### src/rtl/spa_pkg.sv
`default_nettype none

package spa_pkg;

    localparam int SIZE_W   = 16;
    localparam int SLOT_W   = 6;
    localparam int STATUS_W = 2;
    localparam int FREE_W   = 7;

    localparam logic MODE_ALLOC   = 1'b0;
    localparam logic MODE_RELEASE = 1'b1;

    localparam logic [STATUS_W-1:0] ST_OK        = 2'd0;
    localparam logic [STATUS_W-1:0] ST_EMPTY     = 2'd1;
    localparam logic [STATUS_W-1:0] ST_TOO_LARGE = 2'd2;
    localparam logic [STATUS_W-1:0] ST_OVERFLOW  = 2'd3;

    localparam logic [SIZE_W-1:0] MAX_SIZE_RESET = 16'd256;

    typedef struct packed {
        logic [SLOT_W-1:0]   last_active;
        logic [SLOT_W-1:0]   first_active;
        logic                active_empty;
        logic [FREE_W-1:0]   free_slots;
        logic [STATUS_W-1:0] status;
        logic [SLOT_W-1:0]   granted_slot;
    } result_t;

endpackage

`default_nettype wire

### src/rtl/slot_pool_allocator.sv
`default_nettype none

// Slot pool allocator: hands out and takes back slots of a fixed pool, keeping
// a last-in-first-out free list and an oldest-first active list in two link
// memories (forward and backward), one entry per slot plus two list heads.
// Each request returns one response with the granted slot, a status, the free
// count and the oldest and newest active slots. After reset the block runs a
// clearing pass over all POOL_SLOTS slot entries that rebuilds the free chain,
// and takes no request meanwhile; max_object_size may be written at any time
// while the block is idle. A refused request goes straight to the response;
// a granted or released one first rewrites its links, and a second forward
// link rewrite needs a state of its own, set by the single forward write port.
// Responses wait in an output register so the next request can be taken.

module slot_pool_allocator
    import spa_pkg::*;
#(
    parameter int POOL_SLOTS = 64
) (
    input  wire logic        clk,
    input  wire logic        rst_n,
    input  wire logic        cfg_we,
    input  wire logic [15:0] cfg_wdata,
    input  wire logic        s_tvalid,
    output logic             s_tready,
    input  wire logic [23:0] s_tdata,   // object_size[15:0], slot[21:16]
    input  wire logic        s_tuser,   // mode
    output logic             m_tvalid,
    input  wire logic        m_tready,
    output logic      [31:0] m_tdata,   // granted_slot[5:0], free_slots[12:6],
                                        // active_empty[13], first_active[19:14],
                                        // last_active[25:20]
    output logic      [1:0]  m_tuser    // status
);

    localparam int ENTRIES = POOL_SLOTS + 2;
    localparam int EW      = $clog2(ENTRIES);

    logic          fwd_we;
    logic [EW-1:0] fwd_waddr;
    logic [EW-1:0] fwd_wdata;
    logic [EW-1:0] fwd_raddr;
    logic [EW-1:0] fwd_rdata;
    logic          bwd_we;
    logic [EW-1:0] bwd_waddr;
    logic [EW-1:0] bwd_wdata;
    logic [EW-1:0] bwd_raddr;
    logic [EW-1:0] bwd_rdata;
    logic          res_valid;
    logic          res_ready;
    result_t       res;

    spa_ram #(
        .WIDTH (EW),
        .DEPTH (ENTRIES)
    ) u_fwd_ram (
        .clk   (clk),
        .we    (fwd_we),
        .waddr (fwd_waddr),
        .wdata (fwd_wdata),
        .raddr (fwd_raddr),
        .rdata (fwd_rdata)
    );

    spa_ram #(
        .WIDTH (EW),
        .DEPTH (ENTRIES)
    ) u_bwd_ram (
        .clk   (clk),
        .we    (bwd_we),
        .waddr (bwd_waddr),
        .wdata (bwd_wdata),
        .raddr (bwd_raddr),
        .rdata (bwd_rdata)
    );

    spa_ctrl #(
        .POOL_SLOTS (POOL_SLOTS),
        .EW         (EW)
    ) u_ctrl (
        .clk       (clk),
        .rst_n     (rst_n),
        .cfg_we    (cfg_we),
        .cfg_wdata (cfg_wdata),
        .in_valid  (s_tvalid),
        .in_ready  (s_tready),
        .in_mode   (s_tuser),
        .in_size   (s_tdata[15:0]),
        .in_slot   (s_tdata[21:16]),
        .fwd_we    (fwd_we),
        .fwd_waddr (fwd_waddr),
        .fwd_wdata (fwd_wdata),
        .fwd_raddr (fwd_raddr),
        .fwd_rdata (fwd_rdata),
        .bwd_we    (bwd_we),
        .bwd_waddr (bwd_waddr),
        .bwd_wdata (bwd_wdata),
        .bwd_raddr (bwd_raddr),
        .bwd_rdata (bwd_rdata),
        .res_valid (res_valid),
        .res_ready (res_ready),
        .res       (res)
    );

    spa_out_stage u_out (
        .clk       (clk),
        .rst_n     (rst_n),
        .res_valid (res_valid),
        .res_ready (res_ready),
        .res       (res),
        .m_tvalid  (m_tvalid),
        .m_tready  (m_tready),
        .m_tdata   (m_tdata),
        .m_tuser   (m_tuser)
    );

endmodule

`default_nettype wire

### src/rtl/spa_ram.sv
`default_nettype none

module spa_ram #(
    parameter int WIDTH = 8,
    parameter int DEPTH = 16
) (
    input  wire logic                     clk,
    input  wire logic                     we,
    input  wire logic [$clog2(DEPTH)-1:0] waddr,
    input  wire logic [WIDTH-1:0]         wdata,
    input  wire logic [$clog2(DEPTH)-1:0] raddr,
    output logic      [WIDTH-1:0]         rdata
);

    logic [WIDTH-1:0] mem [DEPTH];

    always_ff @(posedge clk)
    begin
        if (we)
        begin
            mem[waddr] <= wdata;
        end
        rdata <= mem[raddr];
    end

endmodule

`default_nettype wire

### src/rtl/spa_ctrl.sv
`default_nettype none

module spa_ctrl
    import spa_pkg::*;
#(
    parameter int POOL_SLOTS = 64,
    parameter int EW         = $clog2(POOL_SLOTS + 2)
) (
    input  wire logic              clk,
    input  wire logic              rst_n,
    input  wire logic              cfg_we,
    input  wire logic [SIZE_W-1:0] cfg_wdata,
    input  wire logic              in_valid,
    output logic                   in_ready,
    input  wire logic              in_mode,
    input  wire logic [SIZE_W-1:0] in_size,
    input  wire logic [SLOT_W-1:0] in_slot,
    output logic                   fwd_we,
    output logic      [EW-1:0]     fwd_waddr,
    output logic      [EW-1:0]     fwd_wdata,
    output logic      [EW-1:0]     fwd_raddr,
    input  wire logic [EW-1:0]     fwd_rdata,
    output logic                   bwd_we,
    output logic      [EW-1:0]     bwd_waddr,
    output logic      [EW-1:0]     bwd_wdata,
    output logic      [EW-1:0]     bwd_raddr,
    input  wire logic [EW-1:0]     bwd_rdata,
    output logic                   res_valid,
    input  wire logic              res_ready,
    output result_t                res
);

    localparam int ENTRIES = POOL_SLOTS + 2;
    localparam int CW      = $clog2(POOL_SLOTS + 1);
    localparam int XW      = ((EW > SLOT_W) ? EW : SLOT_W) + 1;
    localparam int FXW     = CW + FREE_W;

    localparam logic [EW-1:0] ACT_HEAD   = '0;
    localparam logic [EW-1:0] FREE_HEAD  = EW'(1);
    localparam logic [EW-1:0] FIRST_SLOT = EW'(2);
    localparam logic [EW-1:0] LAST_ENTRY = EW'(ENTRIES - 1);
    localparam logic [CW-1:0] FULL_COUNT = CW'(POOL_SLOTS);

    localparam logic [2:0] S_INIT = 3'd0;
    localparam logic [2:0] S_IDLE = 3'd1;
    localparam logic [2:0] S_A_WB = 3'd2;
    localparam logic [2:0] S_R_WB = 3'd3;
    localparam logic [2:0] S_WB2  = 3'd4;
    localparam logic [2:0] S_OUT  = 3'd5;

    function automatic logic [SLOT_W-1:0] slot_of(input logic [EW-1:0] x);
        logic [XW-1:0] t;
        t = XW'(x) - XW'(2);
        return t[SLOT_W-1:0];
    endfunction

    function automatic logic is_sentinel(input logic [EW-1:0] x);
        return (x == ACT_HEAD) || (x == FREE_HEAD);
    endfunction

    logic [2:0]        state_reg, state_next;
    logic [EW-1:0]     init_cnt_reg, init_cnt_next;
    logic [CW-1:0]     free_count_reg, free_count_next;
    logic [SIZE_W-1:0] max_size_reg;
    logic [EW-1:0]     fwd0_reg, fwd0_next;
    logic [EW-1:0]     fwd1_reg, fwd1_next;
    logic [EW-1:0]     bwd0_reg, bwd0_next;
    logic [EW-1:0]     bwd1_reg, bwd1_next;

    logic [EW-1:0]       e_reg, e_next;
    logic [EW-1:0]       tail_reg, tail_next;
    logic [EW-1:0]       wb2_addr_reg, wb2_addr_next;
    logic [EW-1:0]       wb2_data_reg, wb2_data_next;
    logic [SLOT_W-1:0]   granted_reg, granted_next;
    logic [STATUS_W-1:0] status_reg, status_next;

    logic [XW-1:0]  slot_x;
    logic [EW-1:0]  e_in;
    logic           slot_ok;
    logic [EW-1:0]  alloc_d;
    logic [EW-1:0]  rel_p;
    logic [EW-1:0]  rel_n;
    logic [EW-1:0]  rel_x;
    logic [FXW-1:0] free_x;

    assign slot_x  = XW'(in_slot);
    assign slot_ok = slot_x < XW'(POOL_SLOTS);
    assign e_in    = EW'(slot_x + XW'(2));

    assign fwd_raddr = (in_mode == MODE_RELEASE) ? e_in : fwd1_reg;
    assign bwd_raddr = e_in;

    assign alloc_d = (e_reg == ACT_HEAD)  ? fwd0_reg :
                     (e_reg == FREE_HEAD) ? fwd1_reg : fwd_rdata;
    assign rel_p   = bwd_rdata;
    assign rel_n   = fwd_rdata;
    assign rel_x   = (rel_p == FREE_HEAD) ? rel_n : fwd1_reg;

    assign free_x = FXW'(free_count_reg);

    assign in_ready  = (state_reg == S_IDLE);
    assign res_valid = (state_reg == S_OUT);

    always_comb
    begin
        res.granted_slot = granted_reg;
        res.status       = status_reg;
        res.free_slots   = free_x[FREE_W-1:0];
        res.active_empty = (fwd0_reg == ACT_HEAD);
        res.first_active = (fwd0_reg == ACT_HEAD) ? '0 : slot_of(fwd0_reg);
        res.last_active  = (fwd0_reg == ACT_HEAD) ? '0 : slot_of(bwd0_reg);
    end

    always_comb
    begin
        state_next      = state_reg;
        init_cnt_next   = init_cnt_reg;
        free_count_next = free_count_reg;
        fwd0_next       = fwd0_reg;
        fwd1_next       = fwd1_reg;
        bwd0_next       = bwd0_reg;
        bwd1_next       = bwd1_reg;
        e_next          = e_reg;
        tail_next       = tail_reg;
        wb2_addr_next   = wb2_addr_reg;
        wb2_data_next   = wb2_data_reg;
        granted_next    = granted_reg;
        status_next     = status_reg;
        fwd_we          = 1'b0;
        fwd_waddr       = e_reg;
        fwd_wdata       = '0;
        bwd_we          = 1'b0;
        bwd_waddr       = e_reg;
        bwd_wdata       = '0;

        unique case (state_reg)
            S_INIT:
            begin
                fwd_we    = 1'b1;
                fwd_waddr = init_cnt_reg;
                fwd_wdata = (init_cnt_reg == LAST_ENTRY) ? FREE_HEAD
                                                         : init_cnt_reg + EW'(1);
                bwd_we    = 1'b1;
                bwd_waddr = init_cnt_reg;
                bwd_wdata = ACT_HEAD;
                if (init_cnt_reg == LAST_ENTRY)
                begin
                    state_next = S_IDLE;
                end
                else
                begin
                    init_cnt_next = init_cnt_reg + EW'(1);
                end
            end
            S_IDLE:
            begin
                if (in_valid)
                begin
                    granted_next = '0;
                    status_next  = ST_OK;
                    if (in_mode == MODE_ALLOC)
                    begin
                        if (in_size > max_size_reg)
                        begin
                            status_next = ST_TOO_LARGE;
                            state_next  = S_OUT;
                        end
                        else if (free_count_reg == '0)
                        begin
                            status_next = ST_EMPTY;
                            state_next  = S_OUT;
                        end
                        else
                        begin
                            e_next     = fwd1_reg;
                            tail_next  = bwd0_reg;
                            state_next = S_A_WB;
                        end
                    end
                    else
                    begin
                        if ((free_count_reg == FULL_COUNT) || !slot_ok)
                        begin
                            status_next = ST_OVERFLOW;
                            state_next  = S_OUT;
                        end
                        else
                        begin
                            e_next     = e_in;
                            state_next = S_R_WB;
                        end
                    end
                end
            end
            S_A_WB:
            begin
                // pop free head, link it after the active tail
                fwd_we    = !is_sentinel(e_reg);
                fwd_waddr = e_reg;
                fwd_wdata = (tail_reg == e_reg) ? e_reg : ACT_HEAD;
                bwd_we    = !is_sentinel(e_reg);
                bwd_waddr = e_reg;
                bwd_wdata = tail_reg;
                fwd1_next = (tail_reg == FREE_HEAD) ? e_reg :
                            (e_reg == FREE_HEAD)    ? ACT_HEAD : alloc_d;
                fwd0_next = (tail_reg == ACT_HEAD)  ? e_reg :
                            (e_reg == ACT_HEAD)     ? ACT_HEAD : fwd0_reg;
                bwd0_next = e_reg;
                bwd1_next = (e_reg == FREE_HEAD) ? tail_reg : bwd1_reg;
                free_count_next = free_count_reg - CW'(1);
                granted_next    = slot_of(e_reg);
                wb2_addr_next   = tail_reg;
                wb2_data_next   = e_reg;
                if (!is_sentinel(tail_reg) && (tail_reg != e_reg))
                begin
                    state_next = S_WB2;
                end
                else
                begin
                    state_next = S_OUT;
                end
            end
            S_R_WB:
            begin
                // unlink from active list, push onto free list
                fwd_we    = 1'b1;
                fwd_waddr = e_reg;
                fwd_wdata = rel_x;
                bwd_we    = !is_sentinel(rel_n);
                bwd_waddr = rel_n;
                bwd_wdata = rel_p;
                fwd0_next = (rel_p == ACT_HEAD)  ? rel_n : fwd0_reg;
                fwd1_next = e_reg;
                bwd0_next = (rel_n == ACT_HEAD)  ? rel_p : bwd0_reg;
                bwd1_next = (rel_n == FREE_HEAD) ? rel_p : bwd1_reg;
                free_count_next = free_count_reg + CW'(1);
                wb2_addr_next   = rel_p;
                wb2_data_next   = rel_n;
                if (!is_sentinel(rel_p) && (rel_p != e_reg))
                begin
                    state_next = S_WB2;
                end
                else
                begin
                    state_next = S_OUT;
                end
            end
            S_WB2:
            begin
                fwd_we     = 1'b1;
                fwd_waddr  = wb2_addr_reg;
                fwd_wdata  = wb2_data_reg;
                state_next = S_OUT;
            end
            S_OUT:
            begin
                if (res_ready)
                begin
                    state_next = S_IDLE;
                end
            end
            default:
            begin
                state_next = S_IDLE;
            end
        endcase
    end

    always_ff @(posedge clk or negedge rst_n)
    begin
        if (!rst_n)
        begin
            state_reg      <= S_INIT;
            init_cnt_reg   <= FIRST_SLOT;
            free_count_reg <= FULL_COUNT;
            max_size_reg   <= MAX_SIZE_RESET;
            fwd0_reg       <= ACT_HEAD;
            fwd1_reg       <= FIRST_SLOT;
            bwd0_reg       <= ACT_HEAD;
            bwd1_reg       <= ACT_HEAD;
        end
        else
        begin
            state_reg      <= state_next;
            init_cnt_reg   <= init_cnt_next;
            free_count_reg <= free_count_next;
            fwd0_reg       <= fwd0_next;
            fwd1_reg       <= fwd1_next;
            bwd0_reg       <= bwd0_next;
            bwd1_reg       <= bwd1_next;
            if (cfg_we)
            begin
                max_size_reg <= cfg_wdata;
            end
        end
    end

    always_ff @(posedge clk)
    begin
        e_reg        <= e_next;
        tail_reg     <= tail_next;
        wb2_addr_reg <= wb2_addr_next;
        wb2_data_reg <= wb2_data_next;
        granted_reg  <= granted_next;
        status_reg   <= status_next;
    end

endmodule

`default_nettype wire

### src/rtl/spa_out_stage.sv
`default_nettype none

module spa_out_stage
    import spa_pkg::*;
(
    input  wire logic    clk,
    input  wire logic    rst_n,
    input  wire logic    res_valid,
    output logic         res_ready,
    input  wire result_t res,
    output logic         m_tvalid,
    input  wire logic    m_tready,
    output logic [31:0]  m_tdata,
    output logic [1:0]   m_tuser
);

    logic    valid_reg;
    result_t res_reg;

    assign res_ready = !valid_reg || m_tready;
    assign m_tvalid  = valid_reg;
    assign m_tuser   = res_reg.status;
    assign m_tdata   = {6'b0, res_reg.last_active, res_reg.first_active,
                        res_reg.active_empty, res_reg.free_slots, res_reg.granted_slot};

    always_ff @(posedge clk or negedge rst_n)
    begin
        if (!rst_n)
        begin
            valid_reg <= 1'b0;
        end
        else if (res_ready)
        begin
            valid_reg <= res_valid;
        end
    end

    always_ff @(posedge clk)
    begin
        if (res_ready && res_valid)
        begin
            res_reg <= res;
        end
    end

endmodule

`default_nettype wire
### config.mk
export PLATFORM = sky130hd
export DESIGN_NAME = slot_pool_allocator
export DESIGN_NICKNAME = d
export VERILOG_FILES = /design/src/rtl/spa_pkg.sv /design/src/rtl/slot_pool_allocator.sv /design/src/rtl/spa_ram.sv /design/src/rtl/spa_ctrl.sv /design/src/rtl/spa_out_stage.sv
export SDC_FILE = /design/constraint.sdc
export NUM_CORES = 1
export LEC_CHECK = 0
export ABC_AREA = 1
export CAP_MARGIN = 20
export CORE_MARGIN = 1.5
export CORE_UTILIZATION = 35
export CTS_CLUSTER_DIAMETER = 60
export DETAILED_ROUTE_END_ITERATION = 10
export DONT_BUFFER_PORTS = 1
export GPL_ROUTABILITY_DRIVEN = 1
export GPL_TIMING_DRIVEN = 0
export MAX_ROUTING_LAYER = met4
export PLACE_DENSITY = 0.51
export SETUP_SLACK_MARGIN = 0.5
export SLEW_MARGIN = 20
export SYNTH_ARGS = -nofsm -noshare
export SYNTH_HDL_FRONTEND = slang
export SYNTH_SLANG_ARGS = --single-unit
### constraint.sdc
create_clock -name clk -period 4.8 [get_ports clk]
set_input_delay 0.48 -clock clk [delete_from_list [all_inputs] [get_ports clk]]
set_output_delay 0.48 -clock clk [all_outputs]
set_load 0.01 [all_outputs]
==> results of run 1 <==
Yosys cell counts (6+ instances only):
library cell and count:
a21oi_1 48, buf_1 25, buf_2 69, buf_4 12, clkbuf_1 116, dfrtp_1 51
dfxtp_1 14, edfxtp_1 988, ha_1 27, inv_1 520, inv_2 9, nand2_1 844
nand2_2 9, nand3_1 564, nand3b_1 29, nand4_1 13, nor2_1 512, nor3_1 13
o2111ai_1 6, o211ai_1 13, o21ai_0 349, o21ai_1 24, o22ai_1 42, xnor2_1 6
xor2_1 8
worst reg2reg max path: stages, from the launching register on:
cell,delay (ns)
edfxtp_1,0.32
clkbuf_1,0.63
inv_1,0.39
nand2_1,0.14
nand4_1,0.09
nor2_1,0.11
nand4_1,0.73
o2111ai_4,0.81
buf_16,0.25
buf_16,0.19
buf_16,0.19
stage by stage:
step | std cells | utilization (%)
6_report | 6400 | 41.2
5_1_grt | 6400 | 41.2
4_1_cts | 6400 | 41.2
3_5_place_dp | 6160 | 38.1
3_3_place_gp | 6113 | 37.1
2_1_floorplan | 4371 | -
repair_timing:
action / CTS / global route
setup buffers: 2 / 0
endpoints found under the hold margin: 74 / 0
pin swaps: 1 / 1
hold buffers: 21 / 0
setup endpoints to repair: 14 / 15
area by class of cell:
class,instances,area share (%)
Buffer,222,1.80
Clock buffer,149,5.89
Clock inverter,68,1.15
Inverter,532,3.73
Multi-Input combinational cell,2560,22.4
Sequential cell,1057,58.5
Tap cell,1742,4.07
Timing Repair Buffer,70,2.49
kinds of logic after synthesis:
logic type / after synthesis
fa+ha+maj: 28
compound gates: 506
other cells: 1
buf+inv: 754
simple gates: 2005
mux: 1
flops: 1057
xor+xnor: 14
worst max-delay path by stage:
| stage | start | depth (start not counted) | slack, ns | to |
|---|---|---|---|---|
| after floorplan | u_ctrl.state_reg[2]$_DFFE_PN0P_ | 6 | 0.39 | u_bwd_ram.mem[0][2]$_DFFE_PP_ |
| after global placement | u_ctrl.state_reg[2]$_DFFE_PN0P_ | 6 | -5.66 | u_bwd_ram.mem[38][2]$_DFFE_PP_ |
| after detailed placement | u_ctrl.e_reg[1]$_DFFE_PP_ | 11 | 0.42 | u_fwd_ram.mem[62][0]$_DFFE_PP_ |
| after CTS | u_ctrl.e_reg[1]$_DFFE_PP_ | 10 | 0.68 | u_fwd_ram.mem[57][4]$_DFFE_PP_ |
| after global routing | u_ctrl.e_reg[1]$_DFFE_PP_ | 10 | 0.51 | u_fwd_ram.mem[63][3]$_DFFE_PP_ |
| final | u_ctrl.e_reg[1]$_DFFE_PP_ | 10 | 0.73 | u_fwd_ram.mem[62][3]$_DFFE_PP_ |
routing by layer:
| metal | track usage (%) | share of wire [%] |
|---|---|---|
| met1 | 30.5 | 44 |
| met2 | 34.5 | 46 |
| met3 | 3.49 | 7.1 |
| met4 | 6.51 | 2.6 |
| met5 | - | 0 |
power groups by stage:
stage	Clock, W	Sequential, W	Combinational, W
6_report	0.00885	0.0121	0.00817
2_1_floorplan	0	0.0123	0.00398
3_5_place_dp	0	0.0123	0.00805
4_1_cts	0.00898	0.0121	0.00812
3_3_place_gp	0	0.0127	0.00694
5_1_grt	0.00932	0.0122	0.00874
==> flow_summary.yaml, run 1 <==
detailed_routing:
  avgRoutedWirePerCell_um: 22.7
  routed-via-count: 32700
  detail_route.first_pass.iterations: 9
  detail_route.drc_violations: 0
  routed_wirelength_um: 146000
  vias_per_cell: 5.11
  antenna_left: 0
  initialDrtViolationCount: 3652
timing:
  finalMaxSlewViolations: 0
  rsz0062_at_grt: "false"
  post_route_fraction_of_the_period_consumed_by_the_critical_path_pct: 84.8
  setup_tns_ns: 0
  holdWs_ns: 0.118
  timing.clock.skew_ns: 0.0567
  clock.fmax_mhz: 246
  worst_pin_slew_ns: 1.05
  setup_violations: 0
  final_hold_viol_count: 0
  post-route-worst-setup-slack_ns: 0.729
  fin_crit_ns: 4.07
  slew-limit-headroom_pct: 29.7
yosys:
  yosysWarnings: 0
  most_area_consuming_cells_after_synthesis: "edfxtp_1, nand2_1, nand3_1"
  share_of_flip_flops_with_an_asynchronous_set_or_reset_after_synthesis_pct: 5.20
  yosys_most_used_dff: "edfxtp_1"
  largest_family_of_logic_cells_by_synthesized_area: "simple AND/OR/NAND/NOR gates"
  synth_area_um2: 46000
  post_synth_xor_area_fraction_pct: 0.266
  yosys.cell_types.count: 53
  yosys.area_share.adder_pct: 0.777
  ys_seq_area_share_pct: 68.0
  synth_largest_area_cell: "edfxtp_1"
  synthesis.area_per_instance_um2: 10.5
  synth-edff-count: 988
  portion_of_synthesized_cell_area_occupied_by_the_leading_cell_type_pct: 64.4
  synth_cells: 4366
  share_of_synthesized_area_spent_on_multiplexers_pct: 0.0245
  ys_ff_latch: 1057
  share_of_the_synthesized_area_in_compound_gates_ao_oa_aoi_oai_pct: 5.94
  yosys.area_share.simple_pct: 18.5
pwr:
  finalPower_w: 0.0291
  cellLeakagePower_nw: 20.6
  clockPowerShare_pct: 30.4
  p_comb_share_pct: 28.1
  ir_worst_vdd_uv: 326
  p_int_w: 0.0189
  power.switching_w: 0.0102
  p_sw_share_pct: 34.9
  share_of_total_power_in_sequential_cells_pct: 41.5
  power_density_nw_per_um2: 543
global_route:
  grt.total_usage_pct: 22.4
  grt_pass1_wl_um: 212000
  grt_pass1_vias: 31200
  grt_overflow: 0
  antenna_found_initial: 0
  grt_max_degree: 56
worst_hold_path:
  hold-path-endpoint: "u_bwd_ram.rdata[5]$_DFF_P_"
  timing.hold.worst.class: "in2reg"
  hold-path-cell-count: 4
  min-delay-start: "s_tdata[21]"
place:
  post-place-ws_ns: 0.418
  place.port_buffers: 0
  detailedPlacementHpwl_um: 103000
  routabilityCongestion: 0.924
  placement.cell_area_um2: 49600
worst_setup_path:
  worst-endpoint-required_ns: 5.35
  endpoint_kind: "register"
  cp_top_family: "buffers and inverters"
  worstPathCellList: "clkbuf_1 -> inv_1 -> nand2_1 -> nand4_1 -> nor2_1 -> nand4_1 -> o2111ai_4 -> buf_16 -> buf_16 -> buf_16"
  critical_path_cell_with_the_highest_stage_delay: "o2111ai_4"
  path_buf_inv: 5
  r2r.worst_path.cells: 10
  critical_path_launch_point_type: "register"
  worst-endpoint-arrival_ns: 4.62
  worstPathMaxFanout: 21
  worst_path_largest_cell_delay_ns: 0.81
  setup.worst_path.class: "reg2reg"
  reg_to_reg_slack_setup_ns: 0.73
  timing.critical_path.mode_cell: "buf_16"
  rr_startpoint: "u_ctrl.e_reg[1]$_DFFE_PP_"
  timing.rr.end: "u_fwd_ram.mem[62][3]$_DFFE_PP_"
job:
  drv.max_cap_violation_count: 0
layout:
  area_delta_synth_final_pct: 16.3
  total_nets_final: 4635
  mostFrequentLayoutCells: "edfxtp_1, nand2_1, nand3_1"
  layout-drive-gt1-share_pct: 8.05
  register_area_um2: 31300
  layout.cells.most_common: "edfxtp_1"
  final_cell_area_um2: 53600
  area_of_the_multi_input_gates_um2: 12000
  n_antenna_cell: 0
  num-fill-cells: 12500
status:
  result_of_the_run: "finished clean"
clock_tree:
  cts.repair.resized: 0
  worstSkewPairLatency_ns: 0.75
  htreeDepth: 3
  clk_pin_slew_worst_paths_ns: 0.06
  tritoncts: "done"
  clockRootBuffer: "clkbuf_16"
  cts_num_sinks: 1057
  cts_buffer_depth: 3
  cts_inserted_buffers: 118
die:
  die-height_um: 366
  start_util_pct: 35.4
  std_cell_rows: 132
  chip_width_um: 366
  floorplan.core_area_um2: 130000
  floorplan.io_pins: 82
  die_area_um2: 134000
Note: power is estimated with default switching activity, not from simulation.
==> run 2, diff against run 1 <==
--- a/config.mk
+++ b/config.mk
@@ -15,7 +15,7 @@
 export GPL_ROUTABILITY_DRIVEN = 1
 export GPL_TIMING_DRIVEN = 0
 export MAX_ROUTING_LAYER = met4
-export PLACE_DENSITY = 0.51
+export PLACE_DENSITY = 0.53
 export SETUP_SLACK_MARGIN = 0.5
 export SLEW_MARGIN = 20
 export SYNTH_ARGS = -nofsm -noshare
==> constraint.sdc (replaced) <==
create_clock -name clk -period 3.7 [get_ports clk]
set_input_delay 0.37 -clock clk [delete_from_list [all_inputs] [get_ports clk]]
set_output_delay 0.37 -clock clk [all_outputs]
set_load 0.01 [all_outputs]
==> flow_summary.yaml, run 2 (synthesis gave the netlist of run 1 again) <==
die:
  start_util_pct: 35.4
  die_area_um2: 134000
  floorplan.core_area_um2: 130000
  die-height_um: 366
  std_cell_rows: 132
  chip_width_um: 366
  floorplan.io_pins: 82
worst_setup_path:
  endpoint_kind: "register"
  setup.worst_path.class: "reg2reg"
  path_buf_inv: 2
  worstPathCellList: "nor2_4 -> nand2_2 -> buf_2 -> nor2_1 -> inv_1 -> o21ai_0 -> o21ai_0 -> nor2_1 -> nand2_1 -> nor2_2"
  worst_path_largest_cell_delay_ns: 0.54
  worstPathMaxFanout: 10
  rr_startpoint: "u_ctrl.state_reg[2]$_DFFE_PN0P_"
  timing.critical_path.from: "u_ctrl.state_reg[2]$_DFFE_PN0P_"
  worst-endpoint-required_ns: 4.07
  worst-endpoint-arrival_ns: 3.74
  cp_top_family: "simple AND/OR/NAND/NOR gates"
  critical_path_cell_with_the_highest_stage_delay: "nor2_2"
  critical_path_launch_point_type: "register"
global_route:
  grt_overflow: 0
  antenna_found_initial: 2
  grt_pass1_wl_um: 210000
  grt_pass1_vias: 31300
  grt_max_degree: 56
  grt.total_usage_pct: 22.1
status:
  result_of_the_run: "finished clean"
layout:
  fin_cells: 6390
  mostFrequentLayoutCells: "edfxtp_1, nand2_1, nand3_1"
  final_core_util_pct: 41.5
  layout.cells.most_common: "edfxtp_1"
  n_antenna_cell: 0
  layout-drive-gt1-share_pct: 10.6
  area_delta_synth_final_pct: 17.1
  total_nets_final: 4638
timing:
  fin_crit_ns: 3.36
  finalMaxSlewViolations: 0
  final_hold_viol_count: 0
  rsz0062_at_grt: "true"
  post_route_fraction_of_the_period_consumed_by_the_critical_path_pct: 90.9
  setup_violations: 0
  timing.clock.skew_ns: 0.0274
  slew-limit-headroom_pct: 23.4
  clock.fmax_mhz: 297
  worst_pin_slew_ns: 1.15
job:
  drv.max_cap_violation_count: 0
clock_tree:
  clk_pin_slew_worst_paths_ns: 0.06
  cts_buffer_depth: 3
  clockRootBuffer: "clkbuf_16"
  worstSkewPairLatency_ns: 0.73
  tritoncts: "done"
  cts_num_sinks: 1057
  cts_inserted_buffers: 109
  htreeDepth: 3
pwr:
  clockPowerShare_pct: 28.6
  p_comb_share_pct: 29.8
  finalPower_w: 0.0376
  power_density_nw_per_um2: 698
  share_of_total_power_in_sequential_cells_pct: 41.6
  p_sw_share_pct: 35.5
  ir_worst_vdd_uv: 463
  p_int_w: 0.0243
  power.switching_w: 0.0134
  cellLeakagePower_nw: 20.6
detailed_routing:
  detailroute.wirelength.met3_um: 12200
  met2WireLength_um: 64800
  routed_wirelength_um: 145000
  top_layer: "met4"
  vias_per_cell: 5.14
  initialDrtViolationCount: 3785
  detail_route.first_pass.iterations: 6
  avgRoutedWirePerCell_um: 22.7
  drt-met1-wl_um: 64100
  routed-via-count: 32800
  antenna_left: 0
  detail_route.drc_violations: 0
place:
  place.port_buffers: 0
  dp_cells: 6164
  detailedPlacementHpwl_um: 102000
  routabilityCongestion: 0.973
worst_hold_path:
  min-delay-start: "s_tdata[21]"
  timing.hold.worst.class: "in2reg"
[run 2: cell types whose count changed in the layout (fill, tap and decap cells not counted), moves of 4 or more]
cell,change
buf_4,+8
clkbuf_16,-7
clkinv_1,+4
clkinv_2,-12
inv_1,-4
inv_6,-5
nand2_1,-11
nand2_2,+8
nor2_1,-113
nor2_2,+72
nor2_4,+41
[run 2: worst paths after layout]
path / to / depth (start not counted) / slack (ns)
setup reg to reg: u_bwd_ram.mem[26][5]$_DFFE_PP_ / 10 / 0.34
hold reg to reg: u_out.m_tuser[1]$_DFFE_PP_ / 0 / 0.42
setup / recovery: u_bwd_ram.mem[26][5]$_DFFE_PP_ / 10 / 0.34
hold / removal: u_bwd_ram.rdata[0]$_DFF_P_ / 4 / 0.05
max in group asynchronous: u_ctrl.max_size_reg[8]$_DFFE_PN1P_ / 2 / 3.17
min in group asynchronous: u_ctrl.bwd0_reg[0]$_DFFE_PN0P_ / 2 / 0.21
[run 2: repair_timing]
item,4_1_cts,5_1_grt
hold buffers,22,0
gates cloned,1,0
hold endpoints to repair,76,0
setup buffers,7,1
gates resized for setup,88,84
endpoints found under the setup margin,1082,860
pin swaps,4,1
[run 2: power groups by stage]
stage | registers, W | logic [W] | clock network, W
4_1_cts | 0.0157 | 0.0108 | 0.0109
6_report | 0.0157 | 0.0112 | 0.0108
2_1_floorplan | 0.0159 | 0.00520 | 0
3_3_place_gp | 0.0163 | 0.00901 | 0
5_1_grt | 0.0157 | 0.0119 | 0.0113
3_5_place_dp | 0.0159 | 0.0104 | 0
[run 2: final cells by class]
type / instances / area [um^2]
Fill cell: 12400 / 76000
Sequential cell: 1057 / 31300
Multi-Input combinational cell: 2561 / 12500
Clock buffer: 144 / 2990
Tap cell: 1742 / 2180
Inverter: 532 / 2000
Timing Repair Buffer: 81 / 1470
Buffer: 222 / 988
Clock inverter: 51 / 435
[run 2: metrics by stage]
stage	hold WS, ns	instance area [um^2]	setup TNS, ns	setup WS, ns
3_5_place_dp	0.0758	49600	-0.408	-0.0264
3_3_place_gp	0.0758	48300	-2295.38	-6.27
4_1_cts	0.00230	53600	0	0.202
5_1_grt	0.0537	53900	0	0.205
6_report	0.0500	53900	0	0.337
2_1_floorplan	0.0744	46100	-92.70	-0.468
[run 2: layer usage]
layer	vias to the layer above	track usage (%)
li1	15200	-
met1	15900	31.0
met2	1443	33.3
met3	223	3.24
met4	0	6.32
met5	-	-
[run 2: worst reg2reg max path, stage by stage (launching register included)]
cell	delay (ns)
dfrtp_1	0.46
nor2_4	0.19
nand2_2	0.16
buf_2	0.24
nor2_1	0.16
inv_1	0.07
o21ai_0	0.13
o21ai_0	0.31
nor2_1	0.24
nand2_1	0.49
nor2_2	0.55
